### config.mk
export PLATFORM = sky130hd
export DESIGN_NAME = pileup_base_call_counter_unit
export DESIGN_NICKNAME = d
export VERILOG_FILES = /design/src/rtl/core/pbcc_pkg.sv /design/src/rtl/core/pbcc_classify.sv /design/src/rtl/core/pileup_base_call_counter_unit.sv
export SDC_FILE = /design/constraint.sdc
export NUM_CORES = 1
export LEC_CHECK = 0
export CAP_MARGIN = 20
export CORE_ASPECT_RATIO = 1.1
export CORE_MARGIN = 2
export CORE_UTILIZATION = 43
export CTS_CLUSTER_SIZE = 28
export DETAILED_ROUTE_END_ITERATION = 6
export DONT_BUFFER_PORTS = 1
export PLACE_DENSITY = 0.6
export SYNTH_ARGS = -nofsm -noshare
export SYNTH_HDL_FRONTEND = slang
export SYNTH_HIERARCHICAL = 1
export SYNTH_SLANG_ARGS = --single-unit
### constraint.sdc
create_clock -name clk -period 5.11 [get_ports clk]
set_input_delay 0.7665 -clock clk [delete_from_list [all_inputs] [get_ports clk]]
set_output_delay 0.7665 -clock clk [all_outputs]
set_load 0.05 [all_outputs]
### src/rtl/core/pbcc_pkg.sv
// ----------------------------------------------------------------------------
// pbcc_pkg
// Shared types and constants of the pileup base call counter: the call and
// count payload structs, the class codes and the decoder result.
// ----------------------------------------------------------------------------
`default_nettype none

package pbcc_pkg;

	// Counter width and saturation value
	localparam int unsigned COUNT_WIDTH = 16;
	localparam int unsigned NUM_CLASSES = 11;
	localparam int unsigned CLS_WIDTH   = 4;
	localparam int unsigned MINQ_WIDTH  = 7;
	localparam logic [COUNT_WIDTH-1:0] COUNT_MAX = {COUNT_WIDTH{1'b1}};

	// Sanger quality offset
	localparam logic [8:0] SANGER_OFFSET = 9'd33;

	// Special call characters
	localparam logic [7:0] CH_FWD_REF   = 8'h2E; // '.'
	localparam logic [7:0] CH_REV_REF   = 8'h2C; // ','
	localparam logic [7:0] CH_READ_END  = 8'h24; // '$'
	localparam logic [7:0] CH_READ_BEG  = 8'h5E; // '^'
	localparam logic [7:0] CH_DELETION  = 8'h2A; // '*'
	localparam logic [7:0] CH_FWD_A     = 8'h41;
	localparam logic [7:0] CH_FWD_C     = 8'h43;
	localparam logic [7:0] CH_FWD_G     = 8'h47;
	localparam logic [7:0] CH_FWD_T     = 8'h54;
	localparam logic [7:0] CH_FWD_N     = 8'h4E;
	localparam logic [7:0] CH_REV_A     = 8'h61;
	localparam logic [7:0] CH_REV_C     = 8'h63;
	localparam logic [7:0] CH_REV_G     = 8'h67;
	localparam logic [7:0] CH_REV_T     = 8'h74;
	localparam logic [7:0] CH_REV_N     = 8'h6E;

	// Reference base codes; anything above REF_N means "other"
	localparam logic [2:0] REF_N = 3'd4;

	// Class codes
	localparam logic [CLS_WIDTH-1:0] CLS_FWD_A    = 4'd0;
	localparam logic [CLS_WIDTH-1:0] CLS_FWD_C    = 4'd1;
	localparam logic [CLS_WIDTH-1:0] CLS_FWD_G    = 4'd2;
	localparam logic [CLS_WIDTH-1:0] CLS_FWD_T    = 4'd3;
	localparam logic [CLS_WIDTH-1:0] CLS_FWD_N    = 4'd4;
	localparam logic [CLS_WIDTH-1:0] CLS_DELETION = 4'd5;
	localparam logic [CLS_WIDTH-1:0] CLS_REV_A    = 4'd6;
	localparam logic [CLS_WIDTH-1:0] CLS_REV_C    = 4'd7;
	localparam logic [CLS_WIDTH-1:0] CLS_REV_G    = 4'd8;
	localparam logic [CLS_WIDTH-1:0] CLS_REV_T    = 4'd9;
	localparam logic [CLS_WIDTH-1:0] CLS_REV_N    = 4'd10;

	// One call byte of a site
	typedef struct packed {
		logic [7:0] call_char;
		logic [7:0] qual_char;
		logic [2:0] ref_base;
		logic       site_last;
	} pbcc_call_t;

	// Counts of one site
	typedef struct packed {
		logic [COUNT_WIDTH-1:0] count_fwd_a;
		logic [COUNT_WIDTH-1:0] count_fwd_c;
		logic [COUNT_WIDTH-1:0] count_fwd_g;
		logic [COUNT_WIDTH-1:0] count_fwd_t;
		logic [COUNT_WIDTH-1:0] count_fwd_n;
		logic [COUNT_WIDTH-1:0] count_deletion;
		logic [COUNT_WIDTH-1:0] count_rev_a;
		logic [COUNT_WIDTH-1:0] count_rev_c;
		logic [COUNT_WIDTH-1:0] count_rev_g;
		logic [COUNT_WIDTH-1:0] count_rev_t;
		logic [COUNT_WIDTH-1:0] count_rev_n;
	} pbcc_counts_t;

	// Decoder result for one call byte
	typedef struct packed {
		logic                 hit;       // bump the class counter
		logic [CLS_WIDTH-1:0] cls;       // class to bump
		logic                 skip_next; // next byte is a mapping quality
	} pbcc_decode_t;

endpackage

`default_nettype wire

### src/rtl/core/pbcc_classify.sv
// ----------------------------------------------------------------------------
// pbcc_classify
// Decodes one call byte: read marks, mapping-quality skip, quality threshold
// and class selection.
// ----------------------------------------------------------------------------
`default_nettype none

module pbcc_classify (
	input  wire pbcc_pkg::pbcc_call_t   call,
	input  wire                         skip,
	input  wire [6:0]                   min_quality,
	output pbcc_pkg::pbcc_decode_t      dec
);
	import pbcc_pkg::*;

	logic                 cls_ok;
	logic [CLS_WIDTH-1:0] cls;
	logic                 qual_ok;

	// Map the call byte to a class
	always_comb begin
		cls_ok = 1'b1;
		cls    = CLS_FWD_A;
		case (call.call_char)
			CH_FWD_A:    cls = CLS_FWD_A;
			CH_FWD_C:    cls = CLS_FWD_C;
			CH_FWD_G:    cls = CLS_FWD_G;
			CH_FWD_T:    cls = CLS_FWD_T;
			CH_FWD_N:    cls = CLS_FWD_N;
			CH_DELETION: cls = CLS_DELETION;
			CH_REV_A:    cls = CLS_REV_A;
			CH_REV_C:    cls = CLS_REV_C;
			CH_REV_G:    cls = CLS_REV_G;
			CH_REV_T:    cls = CLS_REV_T;
			CH_REV_N:    cls = CLS_REV_N;
			CH_FWD_REF: begin
				cls_ok = (call.ref_base <= REF_N);
				cls    = {1'b0, call.ref_base};
			end
			CH_REV_REF: begin
				cls_ok = (call.ref_base <= REF_N);
				cls    = CLS_REV_A + {1'b0, call.ref_base};
			end
			default: cls_ok = 1'b0;
		endcase
	end

	// Compare the Sanger quality against the threshold
	assign qual_ok = {1'b0, call.qual_char} >= (SANGER_OFFSET + {2'b00, min_quality});

	// Apply the read marks and the mapping-quality skip
	always_comb begin
		dec.cls       = cls;
		dec.hit       = 1'b0;
		dec.skip_next = 1'b0;
		if (skip) begin
			dec.skip_next = 1'b0;
		end else if (call.call_char == CH_READ_BEG) begin
			dec.skip_next = 1'b1;
		end else if (call.call_char != CH_READ_END) begin
			dec.hit = cls_ok && qual_ok;
		end
	end

endmodule

`default_nettype wire

### src/rtl/core/pileup_base_call_counter_unit.sv
// ----------------------------------------------------------------------------
// pileup_base_call_counter_unit
// Counts the base calls of pileup sites into 11 saturating class counters and
// hands out all counts on the last call byte of each site.
// ----------------------------------------------------------------------------
// The block takes one call byte per cycle unless the input register is held.
// A byte is held in an input register, where it is decoded and its class
// counter bumped; on a site-end byte the updated counts go into the result
// register and the counters clear, so a site's counts reach the count channel
// through the result register. Only a site-end byte meeting a result register
// that is still full holds the input register, and with it the call channel;
// every other byte flows on at one per cycle. min_quality may be written only
// while no byte is in flight.
`default_nettype none

module pileup_base_call_counter_unit (
	input  wire                          clk,
	input  wire                          arst_n,
	// Configuration write
	input  wire                          cfg_valid,
	output logic                         cfg_ready,
	input  wire [6:0]                    cfg_data,
	// Call bytes
	input  wire                          call_valid,
	output logic                         call_ready,
	input  wire pbcc_pkg::pbcc_call_t    call,
	// Site counts
	output logic                         count_valid,
	input  wire                          count_ready,
	output pbcc_pkg::pbcc_counts_t       counts
);
	import pbcc_pkg::*;

	logic [MINQ_WIDTH-1:0]  min_quality_q;
	logic                   valid_s1;
	pbcc_call_t             call_s1;
	logic                   skip_q;
	logic [COUNT_WIDTH-1:0] cnt_q    [NUM_CLASSES];
	logic [COUNT_WIDTH-1:0] cnt_next [NUM_CLASSES];
	pbcc_decode_t           dec;
	logic                   out_free;
	logic                   adv_s1;
	logic                   load_out;
	logic                   out_valid_q;
	pbcc_counts_t           counts_q;
	logic                   cnt_zero;

	// Take configuration writes at any time
	assign cfg_ready = 1'b1;

	always_ff @(posedge clk or negedge arst_n) begin
		if (!arst_n) begin
			min_quality_q <= '0;
		end else if (cfg_valid) begin
			min_quality_q <= cfg_data;
		end
	end

	// Advance the held byte unless it ends a site and the result slot is full
	assign out_free   = !out_valid_q || count_ready;
	assign adv_s1     = valid_s1 && (!call_s1.site_last || out_free);
	assign load_out   = adv_s1 && call_s1.site_last;
	assign call_ready = !valid_s1 || adv_s1;

	// Input register
	always_ff @(posedge clk or negedge arst_n) begin
		if (!arst_n) begin
			valid_s1 <= 1'b0;
		end else if (call_ready) begin
			valid_s1 <= call_valid;
		end
	end

	always_ff @(posedge clk) begin
		if (call_ready && call_valid) begin
			call_s1 <= call;
		end
	end

	// Decode the held byte
	pbcc_classify u_classify (
		.call        (call_s1),
		.skip        (skip_q),
		.min_quality (min_quality_q),
		.dec         (dec)
	);

	// Bump the selected counter, holding it at its maximum
	always_comb begin
		for (int i = 0; i < NUM_CLASSES; i++) begin
			cnt_next[i] = cnt_q[i];
			if (dec.hit && dec.cls == CLS_WIDTH'(i) && cnt_q[i] != COUNT_MAX) begin
				cnt_next[i] = cnt_q[i] + COUNT_WIDTH'(1);
			end
		end
	end

	// Counters and skip flag: clear at site end
	always_ff @(posedge clk or negedge arst_n) begin
		if (!arst_n) begin
			skip_q <= 1'b0;
			for (int i = 0; i < NUM_CLASSES; i++) begin
				cnt_q[i] <= '0;
			end
		end else if (adv_s1) begin
			skip_q <= call_s1.site_last ? 1'b0 : dec.skip_next;
			for (int i = 0; i < NUM_CLASSES; i++) begin
				cnt_q[i] <= call_s1.site_last ? '0 : cnt_next[i];
			end
		end
	end

	// Result register
	always_ff @(posedge clk or negedge arst_n) begin
		if (!arst_n) begin
			out_valid_q <= 1'b0;
		end else if (load_out) begin
			out_valid_q <= 1'b1;
		end else if (count_ready) begin
			out_valid_q <= 1'b0;
		end
	end

	always_ff @(posedge clk) begin
		if (load_out) begin
			counts_q.count_fwd_a    <= cnt_next[CLS_FWD_A];
			counts_q.count_fwd_c    <= cnt_next[CLS_FWD_C];
			counts_q.count_fwd_g    <= cnt_next[CLS_FWD_G];
			counts_q.count_fwd_t    <= cnt_next[CLS_FWD_T];
			counts_q.count_fwd_n    <= cnt_next[CLS_FWD_N];
			counts_q.count_deletion <= cnt_next[CLS_DELETION];
			counts_q.count_rev_a    <= cnt_next[CLS_REV_A];
			counts_q.count_rev_c    <= cnt_next[CLS_REV_C];
			counts_q.count_rev_g    <= cnt_next[CLS_REV_G];
			counts_q.count_rev_t    <= cnt_next[CLS_REV_T];
			counts_q.count_rev_n    <= cnt_next[CLS_REV_N];
		end
	end

	assign count_valid = out_valid_q;
	assign counts      = counts_q;

	// All counters at zero
	always_comb begin
		cnt_zero = 1'b1;
		for (int i = 0; i < NUM_CLASSES; i++) begin
			if (cnt_q[i] != '0) begin
				cnt_zero = 1'b0;
			end
		end
	end

	// A site end leaves clean counters and no pending skip
	a_site_clear: assert property (@(posedge clk) disable iff (!arst_n)
		load_out |=> (cnt_zero && !skip_q))
		else $error("counters or skip flag not cleared after site end");

	// Never overwrite a result that has not been taken
	a_no_overwrite: assert property (@(posedge clk) disable iff (!arst_n)
		load_out |-> (!out_valid_q || count_ready))
		else $error("result register overwritten");

	// A stalled input byte stays put
	a_hold_s1: assert property (@(posedge clk) disable iff (!arst_n)
		(valid_s1 && !adv_s1) |=> (valid_s1 && $stable(call_s1)))
		else $error("held call byte lost");

	// A stall only happens on a site end with a full result register
	a_stall_cause: assert property (@(posedge clk) disable iff (!arst_n)
		(valid_s1 && !adv_s1) |-> (call_s1.site_last && out_valid_q && !count_ready))
		else $error("unexpected stall");

endmodule

`default_nettype wire

Word level (Yosys, flattened, before mapping):

Index checks and enable logic that the tools add are counted.

* equality and inequality tests: 36
* magnitude comparators: 2
* add/subtract/negate cells: 13
* mux-type cells: 32
* reduce and logical (&&, ||, !) cells: 36

Operator list (number)
* 2-to-1 mux 16 bit: 22
* adder 16 x 1 -> 16 bit (second input constant): 11
* inequality test 16 bit (second input constant): 11
* == test 8 x 7 -> 1 bit (second input constant): 11
* one-hot mux 4 bit (12 select lines): 1
* logical AND 1 bit: 26
* == test 8 x 6 -> 1 bit (second input constant): 3
* == test 4 x 3 -> 1 bit (second input constant): 4
* == test 4 bit (second input constant): 3
* OR reduction 11 bit: 1
* >= comparator 8 x 9 -> 1 bit: 1
* adder 6 x 7 -> 8 bit (first input constant): 1
* == test 4 x 2 -> 1 bit (second input constant): 2
* 2-to-1 mux 1 bit: 8
* inequality test 8 x 6 -> 1 bit (second input constant): 1
* adder 3 x 3 -> 4 bit (first input constant): 1
* == test 4 x 1 -> 1 bit (second input constant): 1
* zero test 4 bit: 1
* <= comparator 3 bit (second input constant): 1
* zero test 1 bit: 3
* logical OR 1 bit: 3
* one-hot mux 1 bit (2 select lines): 1
* nonzero test 2 bit: 1
* OR reduction 2 bit: 1

* bits of input ports: 32
* word-level logic and storage cells: 149
* output and inout bits: 179
* bits in registers: 382

Longest topological paths before layout:

Gate-level depths: netlist of run 1.

* depth after elaboration: 11
* mapped depth: 15
* gate-level depth less buffers: 13

By module:

Netlist of run 1, hierarchy kept.

By module, submodules not included
* pileup_base_call_counter_unit: instances 1, sequential area each 10540.1 sq um, area an instance 18999.5 sq um, cells an instance 1760
* pbcc_classify: instances 1, sequential area each 0.0 sq um, area an instance 653.1 sq um, cells an instance 93

Worst setup path after synthesis of run 1:

OpenSTA, ideal clock, no wires.

* kind: in2reg
* start: input count_ready
* end: register counts_q (netlist bit counts[0]) (enable)
* cell stages on the path: 6
* data arrival time: 5.067 ns
* path slack: -0.485 ns
* path buffers: 2
* cells stage by stage: nand3b_1 > and2_1 > clkbuf_1 > clkbuf_1 > nand2_1 > inv_1

* longest elaborated chain between the ends: 4

Ends and longest elaborated chain
* from (decl): RTL line pileup_base_call_counter_unit.sv:29 `input wire count_ready,`
* logical OR 1 bit: RTL line pileup_base_call_counter_unit.sv:60 `assign out_free = !out_valid_q || count_ready;`
* logical OR 1 bit: RTL line pileup_base_call_counter_unit.sv:61 `assign adv_s1 = valid_s1 && (!call_s1.site_last || out_free);`
* logical AND 1 bit: RTL line pileup_base_call_counter_unit.sv:61
* logical AND 1 bit: RTL line pileup_base_call_counter_unit.sv:62 `assign load_out = adv_s1 && call_s1.site_last;`
* named net load_out: RTL line pileup_base_call_counter_unit.sv:43 `logic load_out;`
* to (decl): RTL line pileup_base_call_counter_unit.sv:45 `pbcc_counts_t counts_q;`

The timed path passes the listed nets, and every way through them passes these cells.
A chain may end at the register's enable or synchronous reset.

==> metrics, run 1 <==
multiplexer share of the synthesized area 0.0178; # IOs between 200 and 250; Avg Cell Area, Syn 10.6 um2; status completed; most common library cells after synthesis 196 x edfxtp_1, 186 x dfrtp_1, 183 x nand2_1, 109 x xnor2_1, 107 x o21ai_0; Final Util 0.478; final worst path period share 0.877; Die X 208 um; unique cell type count in the Yosys netlist just over 80; DR WL/cell around 20 um; share of cells above drive strength 1 0.0780; clock root cell clkbuf_16; top_reg_cell synth edfxtp_1; maximum clock rate approximately 220 MHz; power per standard cell area approximately 360 nW/um2; final hold vios 0; R2R cell count 13; pre-CTS setup slack about 0.56 ns; Num CTS Buffers 42; highest routed layer met4; Worst Setup End Kind register; CTS Hold Bufs 1; Slew HR 0.253; Post-Syn Nets ~1900; Tot Pwr approximately 7.7 mW; routability cong. between 0.8 and 0.9; Post-synth EDFFs between 150 and 200; ANT cells 0; Synth area leader edfxtp_1; Compound-Gate Fraction of Synth Area 0.146; Pleak slightly above 8 nW; crit path DAT 4.96 ns; Clock Tree Buf Depth 3; max cap viols 0; Worst-path clk slew approximately 0.06 ns; Simple-Gate Fraction of Synth Area 0.180; Startpoint Class register; count leader, synth edfxtp_1; Setup crit end cnt_q[77]; slack of the critical path 0.627 ns; count of input and output buffers 0; Synth Area in XOR/XNOR 0.0740; Post-DRT Antenna Nets 0; post-layout net count ~1900; kind of critical path register to register; H-Tree Depth 2; sequential fraction of the synthesis area 0.536; Design Area, Final 21700 um2; vias post-DR around 14000; drt first-iter violations 934; Reg2Reg Setup Slack roughly 0.63 ns; adder-cell area share of the yosys netlist 0.0134; Total GRT Usage 0.207; vias in the first global route 13800; final wirelength ~50000 um; synth warn 6; post-CTS sizing 0; Clock Latency Late Sink 0.57 ns; first-pass GRT wire length slightly below 80000 um; largest net degree at the start of global routing 187; Core ar. around 45000 um2; Met3 Wirelength approximately 2700 um; Gate Count Post-Synth approximately 1900; M1 WL approximately 22000 um; DP HPWL around 32000 um; final instance count without filler cells about 2400; Final setup viols 0; Yosys reg bits between 300 and 400; Mapped Area approximately 20000 um2; top-area cell type share of the netlist area 0.299; row cnt 82; RSZ-0062 raised after global routing no; Fin Hold WS about 0.19 ns; Async SR Flop Fraction 0.487; HP Class primary input to asynchronous set/reset pin; Via-to-Cell Ratio 5.95; Slew Viols, Final 0; Worst IR Drop VDD between 0.0002 and 0.0003 V; clock sinks around 380; fillers approximately 4200; Synth area leaders edfxtp_1 30%, dfrtp_1 24%, xnor2_1 4.9%, nand2_1 3.5%, o21ai_0 2.7%; Area Overhead vs Synth 10.3%; crit-path max FO 8; r2r startpoint min_quality_q[0]; Tmin final about 4.5 ns; r2r endpoint cnt_q[77]; TritonCTS clock tree done; Fin Setup TNS 0 ns; post-CTS setup buffer count 0; largest family of logic cells by synthesized area simple AND/OR/NAND/NOR gates; die footprint between 40000 and 50000 um2; Required @ worst endpoint 5.59 ns; Setup crit start min_quality_q[0]; met2 routed WL around 23000 um; starting density of the core 0.433; area of placed instances between 20000 and 25000 um2; total grt overflow 0; antenna violations before repair 1; DRC errors left 0; Slew @ Worst Pin 1.12 ns; Layout Skew roughly 0.018 ns; DR pass1 iterations 5; Die Ht 228 um; Placed Cells 2356
[power by group]
part	switching (mW)	internal, mW
combinational	0.370	0.206
sequential	0.472	3.48
clock	1.28	1.89
[sequential cells by signal, indices dropped and copies added, names as in the netlist]
register,flops
call_s1,20
cnt_q,176
count_valid,1
counts,176
min_quality_q,7
skip_q,1
valid_s1,1
[how the worst min path moves through the flow]
stage	start	to	cells after the start
floorplan	skip_q	skip_q	2
global placement	arst_n	cnt_q[152]	0
detailed placement	arst_n	cnt_q[151]	0
CTS	call[16]	call_s1[16]	0
global route	call[16]	call_s1[16]	0
finish	arst_n	cnt_q[152]	1
[worst max-delay path, stage by stage (launching register included)]
cell and delay [ns]:
dfrtp_1 0.41, ha_1 0.25, a41oi_1 0.20, xor2_1 0.10, ha_1 0.28, nand2_1 0.05, o21ai_0 0.17, a31oi_1 0.09
a311oi_2 0.43, nand3b_1 0.63, nor4_1 0.85, o2111ai_1 0.40, o31a_1 0.38, a31oi_1 0.13
[metal layers]
metal,vias to the layer above,GRT usage
met2,378,0.331
met4,0,0.0680
met3,86,0.0457
met5,-,0
li1,6898,-
met1,7132,0.279
[logic make-up after synthesis]
family / after synthesis
AOI/OAI and AO/OA: 419
adders and majority gates: 21
other: 1
buffers and inverters: 162
muxes: 33
DFF: 382
and+or+nand+nor: 669
xor gates and xnor gates: 166
[placed cells by master, fill, tap and decap left out, drive strengths merged, types with 14 or more instances in the layout]
| master | n |
|---|---|
| nor2 | 89 |
| or4 | 16 |
| and3 | 37 |
| and2 | 19 |
| xor2 | 57 |
| nor3 | 49 |
| clkbuf | 54 |
| ha | 21 |
| o31ai | 39 |
| a41oi | 14 |
| o311ai | 17 |
| mux2i | 18 |
| and4 | 18 |
| mux2 | 15 |
| o21ai | 108 |
| nand2 | 183 |
| nand4 | 59 |
| a21oi | 53 |
| nor4 | 28 |
| nand3 | 83 |
| o211ai | 21 |
| nor3b | 14 |
| or3 | 17 |
| buf | 25 |
| inv | 53 |
| edfxtp | 196 |
| a21o | 24 |
| xnor2 | 109 |
| dfrtp | 186 |
| a31oi | 37 |
[layout make-up]
class | instances | area (um2) | share of cell area
well taps | 588 | 736 | 0.0339
clock buffers | 54 | 1180 | 0.0544
multi-input cells | 1309 | 8510 | 0.393
inverters | 53 | 203 | 0.00935
repair buffers | 25 | 233 | 0.0107
flip-flops and latches | 382 | 10500 | 0.486
clock inverters | 24 | 268 | 0.0124
(Power assumes the default switching activity.)
==> inputs of run 2 (changes only) <==
Settings changed: SYNTH_HIERARCHICAL 1 to unset.
==> metrics, run 2 <==
row cnt 81; Post-Syn Nets around 1800; power per standard cell area approximately 350 nW/um2; Clock Latency Late Sink approximately 0.56 ns; Worst-path clk slew roughly 0.06 ns; Die X between 200 and 250 um; Async SR Flop Fraction 0.487; starting density of the core 0.434; Slowest cell on crit path nor4b_4; Reg2Reg Setup Slack 0.87 ns; Worst Setup End Kind register; Die Ht about 230 um; kind of critical path register to register; # IOs between 200 and 250; DRC errors left 0; sequential fraction of the synthesis area 0.547; Clock Tree Buf Depth 3; Gate Count Post-Synth ~1800; clock root cell clkbuf_16; share of cells above drive strength 1 0.0787; routability cong. roughly 0.8; max cap viols 0; Synth area leaders edfxtp_1 31%, dfrtp_1 24%, xnor2_1 5.0%, o21ai_0 3.2%, nand2_1 3.1%; Yosys reg bits 382; final hold vios 0; status completed; Slew Viols, Final 0; drt first-iter violations approximately 940; Buf+Inv Stages, Crit Path 0; most common library cells after synthesis 196 x edfxtp_1, 186 x dfrtp_1, 161 x nand2_1, 125 x o21ai_0, 109 x xnor2_1; post-CTS setup buffer count 0; Final setup viols 0; vias post-DR around 14000; Avg Cell Area, Syn roughly 11 um2; total grt overflow 0; Required @ worst endpoint between 5 and 6 ns; Fin Setup TNS 0 ns; post-layout net count between 1500 and 2000; Tmin final around 4.2 ns; first-pass GRT wire length 77600 um; r2r startpoint min_quality_q[0]; R2R cell count 12; RSZ-0062 raised after global routing no; Pleak between 8 and 9 nW; Worst IR Drop VDD around 0.00026 V; DR WL/cell 21.3 um; top_reg_cell synth edfxtp_1; HP Class primary input to asynchronous set/reset pin; antenna violations before repair 0; clock sinks 382; r2r endpoint counts[44]; crit path DAT between 4 and 5 ns; vias in the first global route ~13000; top-area cell type share of the netlist area 0.305; commonest non-fill, non-tap cell in the layout edfxtp_1; largest net degree at the start of global routing around 190; Total GRT Usage 0.214; ANT cells 0; fillers about 4000; CP delay by family, top simple AND/OR/NAND/NOR gates; Final Util 0.478; Via-to-Cell Ratio 5.90; maximum clock rate ~240 MHz; TritonCTS clock tree done; count of input and output buffers 0; Slew @ Worst Pin about 1.2 ns; Mapped Area between 15000 and 20000 um2; Startpoint Class register; slowest stage delay, CP between 0.6 and 0.7 ns; final worst path period share 0.829; synth warn 0; Core ar. roughly 44000 um2; DP HPWL ~32000 um; Area Overhead vs Synth 10.1%; unique cell type count in the Yosys netlist 87; die footprint between 40000 and 50000 um2; DR pass1 iterations 5; Post-DRT Antenna Nets 0; crit-path max FO 21; Num CTS Buffers 42; H-Tree Depth 2; Layout Skew around 0.014 ns; final wirelength about 50000 um; Slew HR 0.211; most frequent cells in the layout 196 x edfxtp_1, 186 x dfrtp_1, 159 x nand2_1, 125 x o21ai_0, 109 x xnor2_1; Post-synth EDFFs between 150 and 200; count leader, synth edfxtp_1; Synth area leader edfxtp_1; CP cell instances ha_1 > a41oi_1 > xor2_1 > ha_1 > and3_1 > nand3_1 > o21ai_0 > nand2_1 > or3_4 > nor4b_4 > nand2_1 > xnor2_1
==> run 2: report_power, final <==
part,total (mW),switching (mW),internal [mW],leakage (nW)
registers,3.84,0.405,3.43,4.50
logic,0.517,0.342,0.175,3.18
clock network,3.06,1.24,1.82,0.666
==> run 2: layout make-up <==
class / instances / area (um2) / area share
multi-input cells: 1244 / 8180 / 0.386
well taps: 581 / 727 / 0.0342
clock inverters: 19 / 190 / 0.00896
clock buffers: 59 / 1190 / 0.0560
inverters: 37 / 143 / 0.00672
flip-flops and latches: 382 / 10500 / 0.497
repair buffers: 25 / 253 / 0.0119
==> run 2: how the worst max path moves through the flow <==
stage / endpoint / slack [ns] / start / cells after the start
2_1_floorplan: counts[0] / 0.37 / call_s1[0] / 7
3_3_place_gp: cnt_q[28] / 0.99 / min_quality_q[0] / 12
5_1_grt: cnt_q[28] / 0.49 / min_quality_q[0] / 12
4_1_cts: counts[44] / 0.89 / min_quality_q[0] / 12
6_report: counts[44] / 0.87 / min_quality_q[0] / 12
3_5_place_dp: counts[44] / 0.88 / min_quality_q[0] / 12
==> run 2: worst reg2reg max path: cells and delay by family, from the launching register on <==
family / cells / cell delay, ns
simple gates: 6 / 1.91
compound gates: 2 / 0.84
fa+ha+maj: 2 / 0.55
flops: 1 / 0.40
xor+xnor: 2 / 0.27
==> run 2: kinds of logic after synthesis <==
kind of cell             Yosys count  synth area share
XOR/XNOR                         161            0.0732
AND/OR/NAND/NOR                  620             0.174
adder cells (fa/ha/maj)           21            0.0136
flip-flops                       382             0.547
multiplexers                      27            0.0149
buffers and inverters            149            0.0308
other                              1          0.000195
AO/OA/AOI/OAI                    414             0.147
==> run 2: layer usage <==
metal  part of all wire  up-vias  GRT usage
li1                   -     6577          -
met1               0.44     6828      0.291
met2               0.48      352      0.346
met3              0.050       81     0.0407
met4              0.029        0     0.0700
met5                  0        -          0
==> run 2: metrics by stage <==
step	area [um2]	hold WS (ns)	setup slack, ns	total power, mW	instances
floorplan	19300	0.424	0.374	4.20	1775
global placement	19800	0.449	0.987	4.36	2265
detailed placement	19800	0.471	0.885	4.39	2267
CTS	21200	0.266	0.893	7.51	2346
global route	21200	0.273	0.490	7.69	2347
finish	21200	0.189	0.872	7.42	2347
==> run 2: what timing repair did <==
action,in CTS,in global routing
endpoints found under the hold margin,186,0
resized for setup,0,0
hold buffers,1,0
==> inputs of run 3 (changes only) <==
Settings changed: PLACE_DENSITY 0.6 to 0.58.
Clock period 5.11 ns to 4 ns, I/O delays scaled along.
==> metrics, run 3 (synthesis results as in run 2) <==
R2R cell count 8; CP cell instances or4b_1 > or4_4 > o2111ai_1 > nor2_1 > nor2_1 > nand3_1 > nor3_1 > xor2_1; crit path DAT just over 4 ns; die footprint 46500 um2; internal power about 7.5 mW; total grt overflow 0; Total GRT Usage 0.214; ANT cells 0; H-Tree Depth 2; Logic pwr share 0.064; r2r endpoint counts[6]; HP Class primary input to asynchronous set/reset pin; Layout Skew 0.0193 ns; Final setup viols 0; Core ar. around 44000 um2; Clock Tree Buf Depth 3; share of cells above drive strength 1 0.0969; vias post-DR about 14000; DR pass1 iterations 5; TritonCTS clock tree done; DP HPWL ~32000 um; antenna violations before repair 2; Tmin final approximately 3.8 ns; Num CTS Buffers 43; max cap viols 0; switching pwr roughly 2.6 mW; area of the multi-input gates about 8200 um2; fillers about 4000; commonest non-fill, non-tap cell in the layout edfxtp_1; Worst-path clk slew about 0.06 ns; Slew Viols, Final 0; Reg2Reg Setup Slack 0.20 ns; register area approximately 11000 um2; final wirelength 49900 um; failing checks negative hold slack; Die Ht 226 um; final hold vios ~190; Pleak 8.56 nW; final worst path period share 0.951; Seq pwr share 0.489; clock root cell clkbuf_16; Die X between 200 and 250 um; Startpoint Class register; Slew HR 0.332; largest net degree at the start of global routing 187; Required @ worst endpoint 4.29 ns; Worst IR Drop VDD ~0.00038 V; kind of critical path register to register; Clock Latency Late Sink ~0.57 ns; maximum clock rate 263 MHz; count of input and output buffers 0; status finished with violations; slowest stage delay, CP between 0.6 and 0.7 ns; drt first-iter violations approximately 1100; power per standard cell area around 460 nW/um2; clock power share 0.447; starting density of the core 0.434; most frequent cells in the layout 196 x edfxtp_1, 185 x dfrtp_1, 158 x nand2_1, 124 x o21ai_0, 109 x xnor2_1; Fin Setup TNS 0 ns; DRC errors left 0; Area Overhead vs Synth 12.1%; Fin Hold WS -0.262 ns; DR WL/cell between 20 and 25 um; cell mode on critical path nor2_1; RSZ-0062 raised after global routing no; routability cong. roughly 0.84; sw frac 0.256; post-layout net count between 1500 and 2000; vias in the first global route about 14000; Slowest cell on crit path or4b_1; r2r startpoint call_s1[16]; row cnt 81; # IOs about 210; Slew @ Worst Pin 1.00 ns; crit-path max FO 10; clock sinks 382; first-pass GRT wire length between 70000 and 80000 um; Post-DRT Antenna Nets 0; Worst Setup End Kind register; Via-to-Cell Ratio 5.94
run 3: cell types whose count changed in the layout (fill, tap and decap cells not counted), sizes merged:
cell      before  now
bufinv         4   11
clkbuf        59   56
clkinvlp       3    1
buf           25   43
clkinv        14   13
run 3: worst max path at each step:
stage | from | to | slack (ns)
after floorplan | count_ready | counts[0] | -0.33
after global placement | min_quality_q[0] | counts[44] | 0.09
after detailed placement | min_quality_q[0] | counts[44] | 0.03
after CTS | min_quality_q[0] | counts[44] | 0.02
after global routing | call_s1[16] | cnt_q[15] | 0.002
final | call_s1[16] | counts[6] | 0.20
run 3: power groups by stage:
stage	logic, mW	clock network (mW)	registers (mW)
after floorplan	0.478	0	4.90
after global placement	0.632	0	4.96
after detailed placement	0.647	0	4.97
after CTS	0.649	4.57	4.90
after global routing	0.717	4.72	4.93
final	0.644	4.48	4.90
run 3: critical path, delay by kind of cell (launching register included):
kind / cells / cell delay [ns]
AO/OA/AOI/OAI: 1 / 0.35
flip-flops: 1 / 0.53
AND/OR/NAND/NOR: 6 / 2.50
XOR/XNOR: 1 / 0.14
run 3: metrics by stage:
step | instances | worst slack (ns) | area, um2 | util | total power, mW
finish | 2366 | 0.196 | 21600 | 0.487 | 10.0
global route | 2366 | 0.00179 | 21600 | 0.487 | 10.4
CTS | 2365 | 0.0181 | 21600 | 0.487 | 10.1
detailed placement | 2286 | 0.0279 | 20000 | 0.451 | 5.62
global placement | 2286 | 0.0926 | 20000 | 0.451 | 5.59
floorplan | 1775 | -0.332 | 19300 | - | 5.38
run 3: layer usage:
layer | vias up | track usage | wire [um]
met2 | 391 | 0.352 | 23800
met1 | 6970 | 0.287 | 22000
li1 | 6624 | - | -
met4 | 2 | 0.0585 | 1110
met5 | - | 0 | 13
met3 | 66 | 0.0446 | 2940
run 3: timing repair:
action,in CTS,in global routing
hold endpoints to repair,186,186
setup buffers,0,1
gates resized for setup,0,3
setup endpoints to repair,0,20
run 3: final cells by class:
class	count	area share
Sequential cell	382	0.488
Multi-Input combinational cell	1244	0.379
Clock buffer	56	0.0559
Tap cell	581	0.0336
Timing Repair Buffer	43	0.0184
Clock inverter	23	0.0181
Inverter	37	0.00683
